### src/design/ipd_pkg.sv
`default_nettype none

package ipd_pkg;

    localparam int unsigned EVENT_LIMIT_DEF = 4096;
    localparam int unsigned STAMP_W         = 32;
    localparam int unsigned MIN_W           = 17;
    localparam int unsigned RUN_W           = 13;
    localparam int unsigned DIGIT_W         = 8;

    localparam logic [MIN_W-1:0] MIN_EVENTS_RST = 17'd6;

    typedef struct packed {
        logic ready;
        logic load_sq;
        logic load_sc;
        logic step;
        logic finish;
    } ipd_cmd_t;

    typedef struct packed {
        logic last_taken;
        logic y_zero;
        logic out_free;
    } ipd_stat_t;

endpackage

`default_nettype wire

### src/design/ipd_ctrl.sv
`default_nettype none

module ipd_ctrl import ipd_pkg::*;
(
    input  logic      clk,
    input  logic      rst_n,
    input  ipd_stat_t stat,
    output ipd_cmd_t  cmd
);

    typedef enum logic [5:0] {
        ST_IDLE  = 6'b000001,
        ST_DRAIN = 6'b000010,
        ST_LOAD  = 6'b000100,
        ST_SQ    = 6'b001000,
        ST_SC    = 6'b010000,
        ST_DONE  = 6'b100000
    } state_t;

    state_t state_reg;
    state_t state_next;

    always_ff @(posedge clk or negedge rst_n)
    begin
        if (!rst_n)
        begin
            state_reg <= ST_IDLE;
        end
        else
        begin
            state_reg <= state_next;
        end
    end

    always_comb
    begin
        state_next = state_reg;
        cmd        = '0;
        unique case (state_reg)
            ST_IDLE:
            begin
                cmd.ready = 1'b1;
                if (stat.last_taken)
                begin
                    state_next = ST_DRAIN;
                end
            end
            ST_DRAIN:
            begin
                state_next = ST_LOAD;
            end
            ST_LOAD:
            begin
                cmd.load_sq = 1'b1;
                state_next  = ST_SQ;
            end
            ST_SQ:
            begin
                if (stat.y_zero)
                begin
                    cmd.load_sc = 1'b1;
                    state_next  = ST_SC;
                end
                else
                begin
                    cmd.step = 1'b1;
                end
            end
            ST_SC:
            begin
                if (stat.y_zero)
                begin
                    state_next = ST_DONE;
                end
                else
                begin
                    cmd.step = 1'b1;
                end
            end
            ST_DONE:
            begin
                if (stat.out_free)
                begin
                    cmd.finish = 1'b1;
                    state_next = ST_IDLE;
                end
            end
            default:
            begin
                state_next = ST_IDLE;
            end
        endcase
    end

endmodule

`default_nettype wire

### config.mk
export PLATFORM = sky130hd
export DESIGN_NAME = ipd_ctrl
export DESIGN_NICKNAME = d
export VERILOG_FILES = /design/src/design/ipd_pkg.sv /design/src/design/ipd_ctrl.sv
export SDC_FILE = /design/constraint.sdc
export NUM_CORES = 1
export LEC_CHECK = 0
export ABC_AREA = 1
export BUFFER_PORTS_ARGS = -buffer_cell sky130_fd_sc_hd__buf_2
export CAP_MARGIN = 0
export CORE_AREA = 2 2 39 41
export DETAILED_ROUTE_END_ITERATION = 12
export DIE_AREA = 0 0 41 43
export GPL_TIMING_DRIVEN = 0
export HOLD_SLACK_MARGIN = 0.12
export PLACE_DENSITY_LB_ADDON = 0.3
export SYNTH_ARGS = -nofsm -noshare
export SYNTH_HDL_FRONTEND = slang
export SYNTH_SLANG_ARGS = --single-unit
### constraint.sdc
create_clock -name clk -period 1.39 [get_ports clk]
set_input_delay 0.2085 -clock clk [delete_from_list [all_inputs] [get_ports clk]]
set_output_delay 0.2085 -clock clk [all_outputs]
set_load 0.005 [all_outputs]
==> results.md <==
* Leakage power at 0.000364 uW
* Reg2reg setup slack at -40 ps
* IO buf count at 9
* Commonest non-fill, non-tap cells in the layout: 14 x inv_1, 9 x nand2_1, 9 x buf_2
* Via count at between 400 and 500
* DR iter-0 viols at 10
* # DRC at 0
* Final Cycle Share at 106%
* Worst Setup End Kind: output pin
* HP Class: input pin to flop
* Register area share after synthesis at between 30 and 40%
* Core region area at about 1400 sq um
* Fmax at approximately 0.68 GHz
* Slew headroom at ~87%
* Synth top area share at about 33%
* Final instance count without filler cells at 95
* Worst EP arrival at ~1300 ps
* Share of layout cells above drive strength 1 at a little under half
* Worst-Skew Late Latency at 250 ps
* R2r startpoint: state_reg[2]
* Max reg flops at 6
* Critical Path RT at 1180 ps
* Worst Path Max Fanout at 4
* Slew of the pin with the lowest slew margin at ~200 ps
* Post-DP HPWL at between 600 and 700 um
* Unique masters post-synth at 11
* Cell taking the most area after synthesis: dfrtp_1
* Post-DRT Antenna Nets at 0
* First-pass GRT wire length at between 1000 and 1500 um
* Violations in the final reports: negative setup slack
* Tot Pwr at roughly 1100 uW
* Startpoint types: flop
* Hold path startpoint: stat[2]
* RSZ-0062 raised after global routing: yes
* Final Hold Viols at 0
* Slew Limit Fails at 0
* Root buf cell: clkbuf_4
* Max-Cap Viols at 0
* Synth Area per Inst at 6.89 sq um
* Overall routed net length at between 1000 and 1500 um
* Syn_nets at 60
* # nets final at 85
* Flops & latches, synth at 6
* Ranking of synthesized cells by area: dfrtp_1 33%, inv_1 14%, nand3_1 9.2%
* Status: complete, but fails checks
* Layout Skew at about 2.4 ps
* CTS H-tree lvls at 1
* R2R Path End: state_reg[5]
* Final Setup Violations at 5
* CP startpoint: state_reg[2]
* Initial antenna violation count at 0
* Ant diodes at 0
* # rows at 14
* R2R cell count at 9
* Final Critical Period at approximately 1500 ps
* Die Ht at 43 um
* WS Path Type: flop to output pin
* Mapped Cells at 55
* CTS max path bufs at 2
* Gp weighted congestion at 0.840
* Placed cell count at 80
* # IOs at 10
* Vias/cell at around 4.6
* Place WS at between 100 and 150 ps
* Detail-routed net length per standard cell at ~11 um
* Synthesized cell area at around 380 sq um
* Final worst setup slack at -84.6 ps
* Commonest non-fill, non-tap cell in the layout: inv_1
* Largest net degree at the start of global routing at 7
* Power Density at around 1700 nW/um^2
* Initial Util at a little over a quarter
* Hold Path Sink: state_reg[0]
* Synth warn at 0
* CTS clk-pin slew, worst paths at 50 ps
* Clock Sinks at 6
* Die Wd at slightly above 40 um
* Vias in the first global route at 340
* Num CTS Buffers at 3
* Maximum VDD drop at just over 0.6 mV
* Total track usage at 11.2%
* Hold Crit Depth at 4
* DR pass1 iterations at 4
* FILL cells at 139
* CTS tree: done
* Area grow syn2layout at 59.7%
* DIE AREA at 1760 sq um
* Total congestion overflow at 0
==> worst max-delay path, stage by stage (launching register included) <==
cell and delay [ps]:
dfrtp_1 420, nor2_4 190, buf_6 140, nand3_4 70
nor2_2 100, buf_2 110
==> synth_stat cells <==
master   number
dfrtp_1       5
dfstp_2       1
inv_1        14
nand2_1       9
nand3_1       7
nand4_1       4
nor2_1        8
nor2_2        3
nor2_4        2
nor3_1        1
o21ai_1       1
==> through the flow <==
step	util, %	setup TNS (ps)	area [sq um]	hold slack [ps]
6_report	43.8	-279	606	234
2_1_floorplan	-	0	379	-87.1
3_5_place_dp	32.1	0	444	46.2
5_1_grt	43.8	-913	606	264
3_3_place_gp	32.1	0	444	39.8
4_1_cts	39.9	-186	552	240
==> metal layers <==
layer	vias to the layer above	GRT usage [%]	wire, um
li1	219	-	-
met1	206	13.7	424
met2	10	17.8	554
met3	2	1.57	24
met4	0	6.00	19
met5	-	0	0
==> cell families (layout without fill, tap and decap cells) <==
logic type      count (synthesis)  count (layout)  synth area share (%)
simple gates                   34              34                  44.9
buf+inv                        14              38                  13.9
flops                           6               6                  39.9
compound gates                  1               1                  1.32
==> worst max path at each step <==
stage / cells after the start / slack [ps] / endpoint
finish: 5 / -80 / cmd[0]
global route: 5 / -180 / cmd[0]
CTS: 5 / -60 / cmd[0]
detailed placement: 6 / 110 / cmd[1]
global placement: 6 / 120 / cmd[1]
floorplan: 7 / 290 / state_reg[5]
==> final cells by class <==
| cell class | instances | area [sq um] | share of cell area, % |
|---|---|---|---|
| timing repair buffer | 20 | 138 | 22.7 |
| clock buffer | 4 | 26.3 | 4.34 |
| tap | 16 | 20.0 | 3.31 |
| multi-input combinational | 35 | 218 | 36.0 |
| inverter | 14 | 52.6 | 8.68 |
| sequential | 6 | 151 | 25.0 |
==> power breakdown <==
part / internal (uW) / switching [uW] / leakage (uW)
sequential: 235 / 56.1 / 0.0000786
combinational: 286 / 304 / 0.000270
clock: 109 / 68.7 / 0.0000150
==> repair_timing <==
| item | 4_1_cts | 5_1_grt |
|---|---|---|
| pin swaps | 3 | 8 |
| setup endpoints to repair | 4 | 7 |
| gates cloned | 0 | 0 |
| hold buffers | 1 | 0 |
| endpoints found under the hold margin | 6 | 0 |
| resized for setup | 4 | 8 |
| setup buffers | 7 | 4 |
No activity file was read; power rests on OpenSTA's default activity.
